[src/sv/prrs_pkg.sv]
`default_nettype none

package prrs_pkg;

	typedef enum logic [2:0] {
		ST_INVALID,
		ST_READY,
		ST_RUNNING,
		ST_SLEEPING,
		ST_EXITED
	} slot_state_t;

	typedef enum logic [1:0] {
		STAT_OK,
		STAT_FULL,
		STAT_NONE,
		STAT_IGNORED
	} status_t;

	localparam logic [2:0] CMD_CREATE = 3'd0;
	localparam logic [2:0] CMD_YIELD  = 3'd1;
	localparam logic [2:0] CMD_TICK   = 3'd2;
	localparam logic [2:0] CMD_EXIT   = 3'd3;
	localparam logic [2:0] CMD_SLEEP  = 3'd4;
	localparam logic [2:0] CMD_WAKE   = 3'd5;

	typedef enum logic [1:0] {
		ADDR_CUR,
		ADDR_TGT,
		ADDR_NEW
	} addr_sel_t;

	typedef struct packed {
		logic        in_latch;
		logic        addr_load;
		addr_sel_t   addr_sel;
		logic        st_we;
		slot_state_t st_wdata;
		logic        slot_we;
		logic        used_inc;
		logic        rem_we;
		logic        walk_init;
		logic        walk_step;
		logic        pick;
		logic        out_load;
		status_t     res_status;
		logic        res_disp;
		logic        res_created;
	} dp_cmd_t;

	typedef struct packed {
		logic        used_zero;
		logic        full;
		logic        cur_valid;
		logic        tgt_ok;
		slot_state_t st_rd;
		logic        rem_zero;
		logic        walk_busy;
		logic        found;
		logic        out_free;
	} dp_stat_t;

endpackage

`default_nettype wire

[src/sv/prrs_dp.sv]
`default_nettype none

module prrs_dp #(
	parameter int TASK_SLOTS = 16,
	parameter int SLICE_BITS = 16
) (
	input  wire logic             clk,
	input  wire logic             arst_n,
	input  wire prrs_pkg::dp_cmd_t cmd,
	output prrs_pkg::dp_stat_t    stat,
	input  wire logic [7:0]       priority_req,
	input  wire logic [15:0]      slice_length,
	input  wire logic [3:0]       target_task,
	output logic                  out_valid,
	input  wire logic             out_stall,
	output logic [1:0]            status,
	output logic [3:0]            task_index,
	output logic                  running_valid,
	output logic                  dispatched
);

	localparam int IDX_W = $clog2(TASK_SLOTS);
	localparam int CNT_W = $clog2(TASK_SLOTS + 1);

	// latched item fields
	logic [7:0]            prio_q;
	logic [SLICE_BITS-1:0] slice_q;
	logic [3:0]            tgt_q;

	// slot tables
	prrs_pkg::slot_state_t st_q [TASK_SLOTS];
	logic [7:0]            prio_mem [TASK_SLOTS];
	logic [SLICE_BITS-1:0] slice_mem [TASK_SLOTS];
	logic [SLICE_BITS-1:0] rem_mem [TASK_SLOTS];
	logic [7:0]            prio_rd_q;
	logic [SLICE_BITS-1:0] slice_rd_q;
	logic [SLICE_BITS-1:0] rem_rd_q;
	logic [SLICE_BITS-1:0] rem_dec;
	logic [SLICE_BITS-1:0] rem_wdata;

	logic [IDX_W-1:0] addr_q;
	logic [CNT_W-1:0] used_q;
	logic [IDX_W-1:0] cur_q;
	logic             cur_v_q;

	// walk
	logic [CNT_W-1:0] left_q;
	logic             vld_s1;
	logic             rdy_s1;
	logic [IDX_W-1:0] idx_s1;
	logic             found_q;
	logic [7:0]       best_q;
	logic [IDX_W-1:0] pick_q;
	logic [CNT_W-1:0] cur_inc;
	logic [CNT_W-1:0] addr_inc;
	logic [IDX_W-1:0] start_idx;
	logic [IDX_W-1:0] walk_next;
	logic [IDX_W-1:0] addr_mux;
	logic             take;

	logic out_valid_q;

	assign cur_inc   = CNT_W'(cur_q) + CNT_W'(1);
	assign addr_inc  = CNT_W'(addr_q) + CNT_W'(1);
	assign start_idx = (!cur_v_q || cur_inc == used_q) ? '0 : IDX_W'(cur_inc);
	assign walk_next = (addr_inc == used_q) ? '0 : IDX_W'(addr_inc);
	assign rem_dec   = rem_rd_q - SLICE_BITS'(1);
	assign rem_wdata = (rem_dec == '0) ? slice_rd_q : rem_dec;
	assign take      = vld_s1 && rdy_s1 && (!found_q || prio_rd_q < best_q);

	always_comb begin
		unique case (cmd.addr_sel)
			prrs_pkg::ADDR_TGT: addr_mux = IDX_W'(tgt_q);
			prrs_pkg::ADDR_NEW: addr_mux = IDX_W'(used_q);
			default:            addr_mux = cur_q;
		endcase
	end

	always_comb begin
		stat.used_zero = (used_q == '0);
		stat.full      = (used_q == CNT_W'(TASK_SLOTS));
		stat.cur_valid = cur_v_q;
		stat.tgt_ok    = (32'(tgt_q) < TASK_SLOTS);
		stat.st_rd     = st_q[addr_q];
		stat.rem_zero  = (rem_dec == '0);
		stat.walk_busy = (left_q != '0) || vld_s1;
		stat.found     = found_q;
		stat.out_free  = !out_valid_q || !out_stall;
	end

	always_ff @(posedge clk) begin
		if (cmd.in_latch) begin
			prio_q  <= priority_req;
			slice_q <= SLICE_BITS'(slice_length);
			tgt_q   <= target_task;
		end
	end

	always_ff @(posedge clk) begin
		if (cmd.slot_we) begin
			prio_mem[addr_q]  <= prio_q;
			slice_mem[addr_q] <= slice_q;
		end
		if (cmd.slot_we) begin
			rem_mem[addr_q] <= slice_q;
		end else if (cmd.rem_we) begin
			rem_mem[addr_q] <= rem_wdata;
		end
		prio_rd_q  <= prio_mem[addr_q];
		slice_rd_q <= slice_mem[addr_q];
		rem_rd_q   <= rem_mem[addr_q];
	end

	always_ff @(posedge clk or negedge arst_n) begin
		if (!arst_n) begin
			for (int i = 0; i < TASK_SLOTS; i++) begin
				st_q[i] <= prrs_pkg::ST_INVALID;
			end
		end else begin
			if (cmd.slot_we) begin
				st_q[addr_q] <= prrs_pkg::ST_READY;
			end
			if (cmd.st_we) begin
				st_q[addr_q] <= cmd.st_wdata;
			end
			if (cmd.pick) begin
				st_q[pick_q] <= prrs_pkg::ST_RUNNING;
			end
		end
	end

	always_ff @(posedge clk or negedge arst_n) begin
		if (!arst_n) begin
			addr_q      <= '0;
			used_q      <= '0;
			cur_q       <= '0;
			cur_v_q     <= 1'b0;
			left_q      <= '0;
			vld_s1      <= 1'b0;
			found_q     <= 1'b0;
			out_valid_q <= 1'b0;
		end else begin
			if (cmd.addr_load) begin
				addr_q <= addr_mux;
			end else if (cmd.walk_init) begin
				addr_q <= start_idx;
			end else if (cmd.walk_step && left_q != '0) begin
				addr_q <= walk_next;
			end
			if (cmd.used_inc) begin
				used_q <= used_q + CNT_W'(1);
			end
			if (cmd.pick) begin
				cur_q   <= pick_q;
				cur_v_q <= 1'b1;
			end
			if (cmd.walk_init) begin
				left_q  <= used_q;
				found_q <= 1'b0;
			end else begin
				if (cmd.walk_step && left_q != '0) begin
					left_q <= left_q - CNT_W'(1);
				end
				if (take) begin
					found_q <= 1'b1;
				end
			end
			vld_s1 <= cmd.walk_step && (left_q != '0);
			if (cmd.out_load) begin
				out_valid_q <= 1'b1;
			end else if (out_valid_q && !out_stall) begin
				out_valid_q <= 1'b0;
			end
		end
	end

	always_ff @(posedge clk) begin
		rdy_s1 <= (st_q[addr_q] == prrs_pkg::ST_READY);
		idx_s1 <= addr_q;
		if (take) begin
			best_q <= prio_rd_q;
			pick_q <= idx_s1;
		end
		if (cmd.out_load) begin
			status        <= cmd.res_status;
			dispatched    <= cmd.res_disp;
			running_valid <= cur_v_q;
			if (cmd.res_created) begin
				task_index <= 4'(addr_q);
			end else if (cur_v_q) begin
				task_index <= 4'(cur_q);
			end else begin
				task_index <= '0;
			end
		end
	end

	assign out_valid = out_valid_q;

endmodule

`default_nettype wire

[src/sv/prrs_ctrl.sv]
`default_nettype none

module prrs_ctrl (
	input  wire logic              clk,
	input  wire logic              arst_n,
	input  wire logic              in_valid,
	output logic                   in_stall,
	input  wire logic [2:0]        command,
	input  wire prrs_pkg::dp_stat_t stat,
	output prrs_pkg::dp_cmd_t      cmd
);

	typedef enum logic [3:0] {
		S_IDLE,
		S_DISPATCH,
		S_CREATE,
		S_TICK_RD,
		S_TICK_WR,
		S_CUR_MARK,
		S_WAKE,
		S_SCHED,
		S_WALK,
		S_PICK,
		S_RESULT
	} ctrl_state_t;

	ctrl_state_t       state_q;
	logic [2:0]        cmd_q;
	prrs_pkg::status_t res_status_q;
	logic              res_disp_q;
	logic              res_created_q;

	assign in_stall = (state_q != S_IDLE);

	always_comb begin
		cmd             = '0;
		cmd.addr_sel    = prrs_pkg::ADDR_CUR;
		cmd.st_wdata    = prrs_pkg::ST_READY;
		cmd.res_status  = res_status_q;
		cmd.res_disp    = res_disp_q;
		cmd.res_created = res_created_q;
		unique case (state_q)
			S_IDLE: begin
				cmd.in_latch = in_valid;
			end
			S_DISPATCH: begin
				unique case (cmd_q)
					prrs_pkg::CMD_CREATE: begin
						cmd.addr_load = !stat.full;
						cmd.addr_sel  = prrs_pkg::ADDR_NEW;
					end
					prrs_pkg::CMD_YIELD, prrs_pkg::CMD_EXIT: begin
						cmd.addr_load = 1'b1;
					end
					prrs_pkg::CMD_TICK, prrs_pkg::CMD_SLEEP: begin
						cmd.addr_load = stat.cur_valid;
					end
					prrs_pkg::CMD_WAKE: begin
						cmd.addr_load = stat.tgt_ok;
						cmd.addr_sel  = prrs_pkg::ADDR_TGT;
					end
					default: begin
					end
				endcase
			end
			S_CREATE: begin
				cmd.slot_we  = 1'b1;
				cmd.used_inc = 1'b1;
			end
			S_TICK_WR: begin
				cmd.rem_we = 1'b1;
			end
			S_CUR_MARK: begin
				cmd.st_we    = stat.cur_valid;
				cmd.st_wdata = (cmd_q == prrs_pkg::CMD_EXIT) ? prrs_pkg::ST_EXITED
				                                             : prrs_pkg::ST_SLEEPING;
			end
			S_WAKE: begin
				cmd.st_we = (stat.st_rd == prrs_pkg::ST_SLEEPING);
			end
			S_SCHED: begin
				cmd.st_we     = !stat.used_zero && stat.cur_valid &&
				                (stat.st_rd == prrs_pkg::ST_RUNNING);
				cmd.walk_init = !stat.used_zero;
			end
			S_WALK: begin
				cmd.walk_step = 1'b1;
			end
			S_PICK: begin
				cmd.pick = stat.found;
			end
			S_RESULT: begin
				cmd.out_load = stat.out_free;
			end
			default: begin
			end
		endcase
	end

	always_ff @(posedge clk or negedge arst_n) begin
		if (!arst_n) begin
			state_q       <= S_IDLE;
			cmd_q         <= prrs_pkg::CMD_CREATE;
			res_status_q  <= prrs_pkg::STAT_IGNORED;
			res_disp_q    <= 1'b0;
			res_created_q <= 1'b0;
		end else begin
			unique case (state_q)
				S_IDLE: begin
					if (in_valid) begin
						cmd_q         <= command;
						res_disp_q    <= 1'b0;
						res_created_q <= 1'b0;
						state_q       <= S_DISPATCH;
					end
				end
				S_DISPATCH: begin
					res_status_q <= prrs_pkg::STAT_IGNORED;
					state_q      <= S_RESULT;
					unique case (cmd_q)
						prrs_pkg::CMD_CREATE: begin
							if (stat.full) begin
								res_status_q <= prrs_pkg::STAT_FULL;
							end else begin
								state_q <= S_CREATE;
							end
						end
						prrs_pkg::CMD_YIELD: begin
							state_q <= S_SCHED;
						end
						prrs_pkg::CMD_TICK: begin
							if (stat.cur_valid) begin
								state_q <= S_TICK_RD;
							end
						end
						prrs_pkg::CMD_EXIT: begin
							state_q <= S_CUR_MARK;
						end
						prrs_pkg::CMD_SLEEP: begin
							if (stat.cur_valid) begin
								state_q <= S_CUR_MARK;
							end
						end
						prrs_pkg::CMD_WAKE: begin
							if (stat.tgt_ok) begin
								state_q <= S_WAKE;
							end
						end
						default: begin
						end
					endcase
				end
				S_CREATE: begin
					res_status_q  <= prrs_pkg::STAT_OK;
					res_created_q <= 1'b1;
					state_q       <= S_RESULT;
				end
				S_TICK_RD: begin
					if (stat.st_rd == prrs_pkg::ST_RUNNING) begin
						state_q <= S_TICK_WR;
					end else begin
						res_status_q <= prrs_pkg::STAT_IGNORED;
						state_q      <= S_RESULT;
					end
				end
				S_TICK_WR: begin
					if (stat.rem_zero) begin
						state_q <= S_SCHED;
					end else begin
						res_status_q <= prrs_pkg::STAT_OK;
						state_q      <= S_RESULT;
					end
				end
				S_CUR_MARK: begin
					state_q <= S_SCHED;
				end
				S_WAKE: begin
					res_status_q <= (stat.st_rd == prrs_pkg::ST_SLEEPING) ? prrs_pkg::STAT_OK
					                                                   : prrs_pkg::STAT_IGNORED;
					state_q      <= S_RESULT;
				end
				S_SCHED: begin
					if (stat.used_zero) begin
						res_status_q <= prrs_pkg::STAT_NONE;
						state_q      <= S_RESULT;
					end else begin
						state_q <= S_WALK;
					end
				end
				S_WALK: begin
					if (!stat.walk_busy) begin
						state_q <= S_PICK;
					end
				end
				S_PICK: begin
					res_status_q <= stat.found ? prrs_pkg::STAT_OK : prrs_pkg::STAT_NONE;
					res_disp_q   <= stat.found;
					state_q      <= S_RESULT;
				end
				S_RESULT: begin
					if (stat.out_free) begin
						state_q <= S_IDLE;
					end
				end
				default: begin
					state_q <= S_IDLE;
				end
			endcase
		end
	end

endmodule

`default_nettype wire

[src/sv/priority_round_robin_scheduler.sv]
// Task-slot scheduler with priority and round-robin selection.
// Input channel (in_valid / in_stall) takes one command item: create, yield,
// tick, exit, sleep or wake, with the priority, slice and target fields.
// Output channel (out_valid / out_stall) returns exactly one result item per
// command: status, task index, running flag and dispatched flag.
// One item is worked on at a time; in_stall is high from acceptance until
// the result has been loaded into the output register.
// Rescheduling on a non-empty table walks the filled slots one per cycle
// through the registered table read; the next item is accepted in the idle
// state, after the result of the last one has been loaded.
// The output register holds a result while out_stall is high; the next item
// may be accepted meanwhile, and its result waits until the register frees.
// Reset clears all slot states, the fill count and the running task; the
// priority and slice tables are written by create before any read.
`default_nettype none

module priority_round_robin_scheduler #(
	parameter int TASK_SLOTS = 16,
	parameter int SLICE_BITS = 16
) (
	input  wire logic        clk,
	input  wire logic        arst_n,
	input  wire logic        in_valid,
	output logic             in_stall,
	input  wire logic [2:0]  command,
	input  wire logic [7:0]  priority_req,
	input  wire logic [15:0] slice_length,
	input  wire logic [3:0]  target_task,
	output logic             out_valid,
	input  wire logic        out_stall,
	output logic [1:0]       status,
	output logic [3:0]       task_index,
	output logic             running_valid,
	output logic             dispatched
);

	prrs_pkg::dp_cmd_t  cmd;
	prrs_pkg::dp_stat_t stat;

	prrs_ctrl u_ctrl (
		.clk      (clk),
		.arst_n   (arst_n),
		.in_valid (in_valid),
		.in_stall (in_stall),
		.command  (command),
		.stat     (stat),
		.cmd      (cmd)
	);

	prrs_dp #(
		.TASK_SLOTS (TASK_SLOTS),
		.SLICE_BITS (SLICE_BITS)
	) u_dp (
		.clk           (clk),
		.arst_n        (arst_n),
		.cmd           (cmd),
		.stat          (stat),
		.priority_req  (priority_req),
		.slice_length  (slice_length),
		.target_task   (target_task),
		.out_valid     (out_valid),
		.out_stall     (out_stall),
		.status        (status),
		.task_index    (task_index),
		.running_valid (running_valid),
		.dispatched    (dispatched)
	);

endmodule

`default_nettype wire

[config.mk]
export PLATFORM = sky130hd
export DESIGN_NAME = priority_round_robin_scheduler
export DESIGN_NICKNAME = d
export VERILOG_FILES = /design/src/sv/prrs_pkg.sv /design/src/sv/prrs_dp.sv /design/src/sv/prrs_ctrl.sv /design/src/sv/priority_round_robin_scheduler.sv
export SDC_FILE = /design/constraint.sdc
export NUM_CORES = 1
export LEC_CHECK = 0
export BUFFER_PORTS_ARGS = -buffer_cell sky130_fd_sc_hd__buf_2
export CORE_UTILIZATION = 60
export DETAILED_ROUTE_END_ITERATION = 8
export GPL_TIMING_DRIVEN = 0
export PLACE_DENSITY = 0.76
export SETUP_SLACK_MARGIN = 0.02
export SKIP_LAST_GASP = 1
export SLEW_MARGIN = 0
export SYNTH_ARGS = -nofsm -noshare
export SYNTH_HDL_FRONTEND = slang
export SYNTH_HIERARCHICAL = 1
export SYNTH_SLANG_ARGS = --single-unit
[constraint.sdc]
create_clock -name clk -period 9.2 [get_ports clk]
set_input_delay 0.46 -clock clk [delete_from_list [all_inputs] [get_ports clk]]
set_output_delay 0.46 -clock clk [all_outputs]
set_load 0.02 [all_outputs]
==> impl_metrics.env <==
export IMPL_critical_path_depth=15
export IMPL_numPlacedInstances=2468
export IMPL_timing_setup_critical_path_class="reg2reg"
export IMPL_cts_root_buf="clkbuf_16"
export IMPL_avgViaCountPerCell=6.75
export IMPL_unrepaired_setup_endpoints_after_global_routing="false"
export IMPL_postRouteWirelength_mm=79.4
export IMPL_timing_final_setup_violations=0
export IMPL_launch_point_of_the_critical_path="u_dp/addr_q[0]"
export IMPL_synth_ff_latch_count=814
export IMPL_crit_path_buffers_inverters=5
export IMPL_finalSetupTns_ns=0
export IMPL_kind_of_cell_with_the_highest_combined_delay_on_the_critical_path="buffers and inverters"
export IMPL_cp_slowest_stage_delay_ns=0.93
export IMPL_port_buffers=44
export IMPL_timing_critical_path_cells="buf_2, clkbuf_1, buf_1, mux4_2, mux4_2, or3b_4, o21ai_0, a31oi_1, nor2_1, or2_2, clkbuf_1, clkbuf_1, nand3_1, a32oi_1, nor2_1"
export IMPL_synth_compound_area_share=0.0337
export IMPL_initial_utilization=0.612
export IMPL_maxSlewHeadroom=0.108
export IMPL_final_util=0.701
export IMPL_place_gp_congestion=0.929
export IMPL_area_growth_synth_to_final_pct=14.5
export IMPL_yosys_area_share_simple=0.0501
export IMPL_io_pins=45
export IMPL_max_slew_worst_pin_slew_ns=1.34
export IMPL_grt_first_pass_wirelength_mm=116
export IMPL_floorplan_die_width_um=234
export IMPL_pin_count_of_the_biggest_net_entering_global_routing=60
export IMPL_firstDrtPassIters=8
export IMPL_timing_critical_path_slowest_stage_cell="buf_1"
export IMPL_max_cap_violations=0
export IMPL_holdCritPathClass="in2reg"
export IMPL_grt_antenna_before_repair=0
export IMPL_most_common_cell_on_crit_path="clkbuf_1"
export IMPL_groute_usage_overall=0.302
export IMPL_via_count=17836
export IMPL_yosys_most_used_dff="edfxtp_1"
export IMPL_critical_path_startpoint_type="flip-flop"
export IMPL_cts_max_level=3
export IMPL_dieHeight_um=234
export IMPL_end_kind="flip-flop"
export IMPL_synth_cell_area_um2=32400
export IMPL_grt_remaining_overflow=0
export IMPL_clkLatencyLatePin_ns=0.65
export IMPL_first_global_vias=17924
export IMPL_timing_clock_skew_ns=0.0330
export IMPL_clk_transition_reported_paths_ns=0.06
export IMPL_post_cts_resized=0
export IMPL_core_rowCount=84
export IMPL_synth_fa_ha_area_frac=0.00773
export IMPL_largest_family_of_logic_cells_by_synthesized_area="multiplexers"
export IMPL_layout_min_cycle_time_ns=5.80
export IMPL_cts_sinks=814
export IMPL_die_area_um2=54900
export IMPL_crit_reg2reg_launch="u_dp/addr_q[0]"
export IMPL_finalNetCount=1942
export IMPL_post_cts_setup_buffer_count=0
export IMPL_cp_arrival_ns=6.31
export IMPL_achievable_frequency_mhz=173
export IMPL_synth_warnings=6
export IMPL_netlist_instances=1706
export IMPL_synthArstFlopShare=0.0995
export IMPL_failing_checks="DRC"
export IMPL_r2r_worst_path_cells=15
export IMPL_start_point_of_the_worst_min_delay_path="priority_req[4]"
export IMPL_status="complete, but fails checks"
export IMPL_fin_cells=2643
export IMPL_worst_path_maximum_fanout=10
export IMPL_synth_fp_nets=1761
export IMPL_p_per_area_nw_per_um2=299
export IMPL_cts_tree="built"
export IMPL_post_dp_hpwl_mm=49.1
export IMPL_cellLeakagePower_uw=0.0121
export IMPL_core_area_um2=52900
export IMPL_portion_of_netlist_area_occupied_by_mux_cells=0.153
export IMPL_syn_area_per_cell_um2=19.0
export IMPL_synth_edff_count=688
export IMPL_hold_viol=0
export IMPL_drive_above_1_share=0.252
export IMPL_routed_wire_length_per_instance_um=30.1
export IMPL_route_antenna_remaining_nets=0
export IMPL_final_period_utilization=0.630
export IMPL_timing_final_max_slew_violations=0
export IMPL_drc=14
export IMPL_synth_xor_area_share=0.00866
export IMPL_cts_buffers_inserted=80
export IMPL_min_path_cells=1
export IMPL_timing_critical_path_required_ns=9.71
export IMPL_clock_tree_buffer_depth=3
export IMPL_power_ir_vdd_worst_mv=0.182
export IMPL_dr_first_iter_drc_count=2378
export IMPL_ys_types=68
export IMPL_proportion_of_synthesized_chip_area_in_sequential_cells=0.729
[worst register-to-register path, cell delays in order (launching register included)]
cell      delay, ns
dfrtp_1        0.39
buf_2          0.30
clkbuf_1       0.43
buf_1          0.93
mux4_2         0.44
mux4_2         0.52
or3b_4         0.45
o21ai_0        0.16
a31oi_1        0.10
nor2_1         0.43
or2_2          0.20
clkbuf_1       0.35
clkbuf_1       0.48
nand3_1        0.19
a32oi_1        0.23
nor2_1         0.07
[metal layers]
metal | routed length [µm] | global-route usage | vias to the layer above
li1 | - | - | 7257
met1 | 29900 | 0.403 | 9266
met2 | 39700 | 0.501 | 1110
met3 | 6990 | 0.0574 | 203
met4 | 2810 | 0.105 | 0
met5 | 0 | 0 | -
[final timing paths]
kind                            slack, ns              to
max in group asynchronous            8.30   u_dp/st_q[24]
worst min-delay path                 0.05  u_dp/prio_q[4]
worst max-delay path                 3.40   u_dp/st_q[14]
worst max register to register       3.40   u_dp/st_q[14]
min in group asynchronous            0.29  u_dp/left_q[3]
worst min register to register       0.40  u_dp/pick_q[2]
[cell usage after synthesis (7+ instances only)]
master | instances | area, µm²
a211oi_1 | 8 | 60.1
a21oi_1 | 26 | 130
a221o_1 | 7 | 70.1
a22oi_1 | 12 | 90.1
a311oi_1 | 10 | 87.6
a31oi_1 | 31 | 194
a32oi_1 | 9 | 78.8
buf_1 | 27 | 101
buf_2 | 7 | 35.0
clkbuf_1 | 63 | 236
dfrtp_1 | 79 | 1980
dfxtp_1 | 45 | 901
edfxtp_1 | 688 | 20700
ha_1 | 20 | 250
inv_1 | 26 | 97.6
mux2_2 | 10 | 113
mux4_2 | 215 | 4840
nand2_1 | 75 | 282
nand2b_1 | 20 | 125
nand3_1 | 22 | 110
nor2_1 | 111 | 417
nor2b_1 | 15 | 93.8
nor3_1 | 31 | 155
o21ai_0 | 15 | 75.1
xnor2_1 | 17 | 149
xor2_1 | 15 | 131
[placed cells by master (no fill, tap or decap), types with 8 or more instances in the layout]
cell and instances:
edfxtp_1 688, a211oi_1 8, a21oi_1 26, nand2_1 75, nor2_1 84, clkbuf_1 81, a22oi_1 12, nor3_1 31
xor2_1 15, clkinv_1 12, mux2_2 10, a31oi_1 28, clkinv_2 16, dfrtp_1 79, nand2b_1 20, xnor2_1 17
buf_12 9, ha_1 20, clkbuf_16 80, buf_8 16, dlygate4sd3_1 25, buf_2 50, a311oi_1 10, dfxtp_1 45
mux4_2 215, inv_1 25, nor2_2 13, nand3_1 22, nor2b_1 12, o21ai_0 15, nor2_4 14, a32oi_1 9
buf_1 27
[timing repair]
item                                   in CTS  in global routing
endpoints found under the hold margin      44                  0
hold buffers                               25                  0
setup endpoints to repair                   0                  0
[through the flow]
step	setup slack, ns	hold slack (ns)	power (µW)	instance area [µm²]
finish	3.40	0.0541	11100	37100
global route	3.19	0.0212	11500	37100
CTS	3.56	0.0227	11100	37000
detailed placement	3.63	0.389	7830	34100
global placement	3.18	0.388	7700	33400
floorplan	5.27	0.164	6820	32400
[sequential cells by signal, summed over array words and instances (netlist names), 5 cells and up]
name             flops
u_dp/rem_mem       256
u_dp/slice_mem     256
u_dp/prio_mem      128
u_dp/st_q           48
u_dp/rem_rd_q       16
u_dp/slice_q        16
u_dp/slice_rd_q     16
u_dp/best_q          8
u_dp/prio_q          8
u_dp/prio_rd_q       8
u_dp/left_q          5
u_dp/used_q          5
[kinds of logic after synthesis]
kind of cell             Yosys count
XOR/XNOR                          32
other                              1
multiplexers                     225
flip-flops                       814
AND/OR/NAND/NOR                  328
AO/OA/AOI/OAI                    152
adder cells (fa/ha/maj)           20
buffers and inverters            134
[where the power goes]
| group | total (µW) | internal, µW | leakage [µW] | switching [µW] |
|---|---|---|---|---|
| registers | 4820 | 4510 | 0.00762 | 303 |
| logic | 3020 | 1310 | 0.00321 | 1710 |
| clock network | 3260 | 1860 | 0.00128 | 1410 |
| total | 11100 | 7680 | 0.0121 | 3420 |
[area by class of cell]
| class | instances | area [µm²] |
|---|---|---|
| Clock buffer | 102 | 2120 |
| Tap cell | 688 | 861 |
| Sequential cell | 814 | 23600 |
| Multi-Input combinational cell | 758 | 8370 |
| Antenna cell | 1 | 2.50 |
| Inverter | 27 | 101 |
| Fill cell | 3143 | 15800 |
| Buffer | 107 | 463 |
| Clock inverter | 47 | 518 |
| Timing Repair Buffer | 99 | 1030 |
Note: power is estimated with default switching activity, not from simulation.
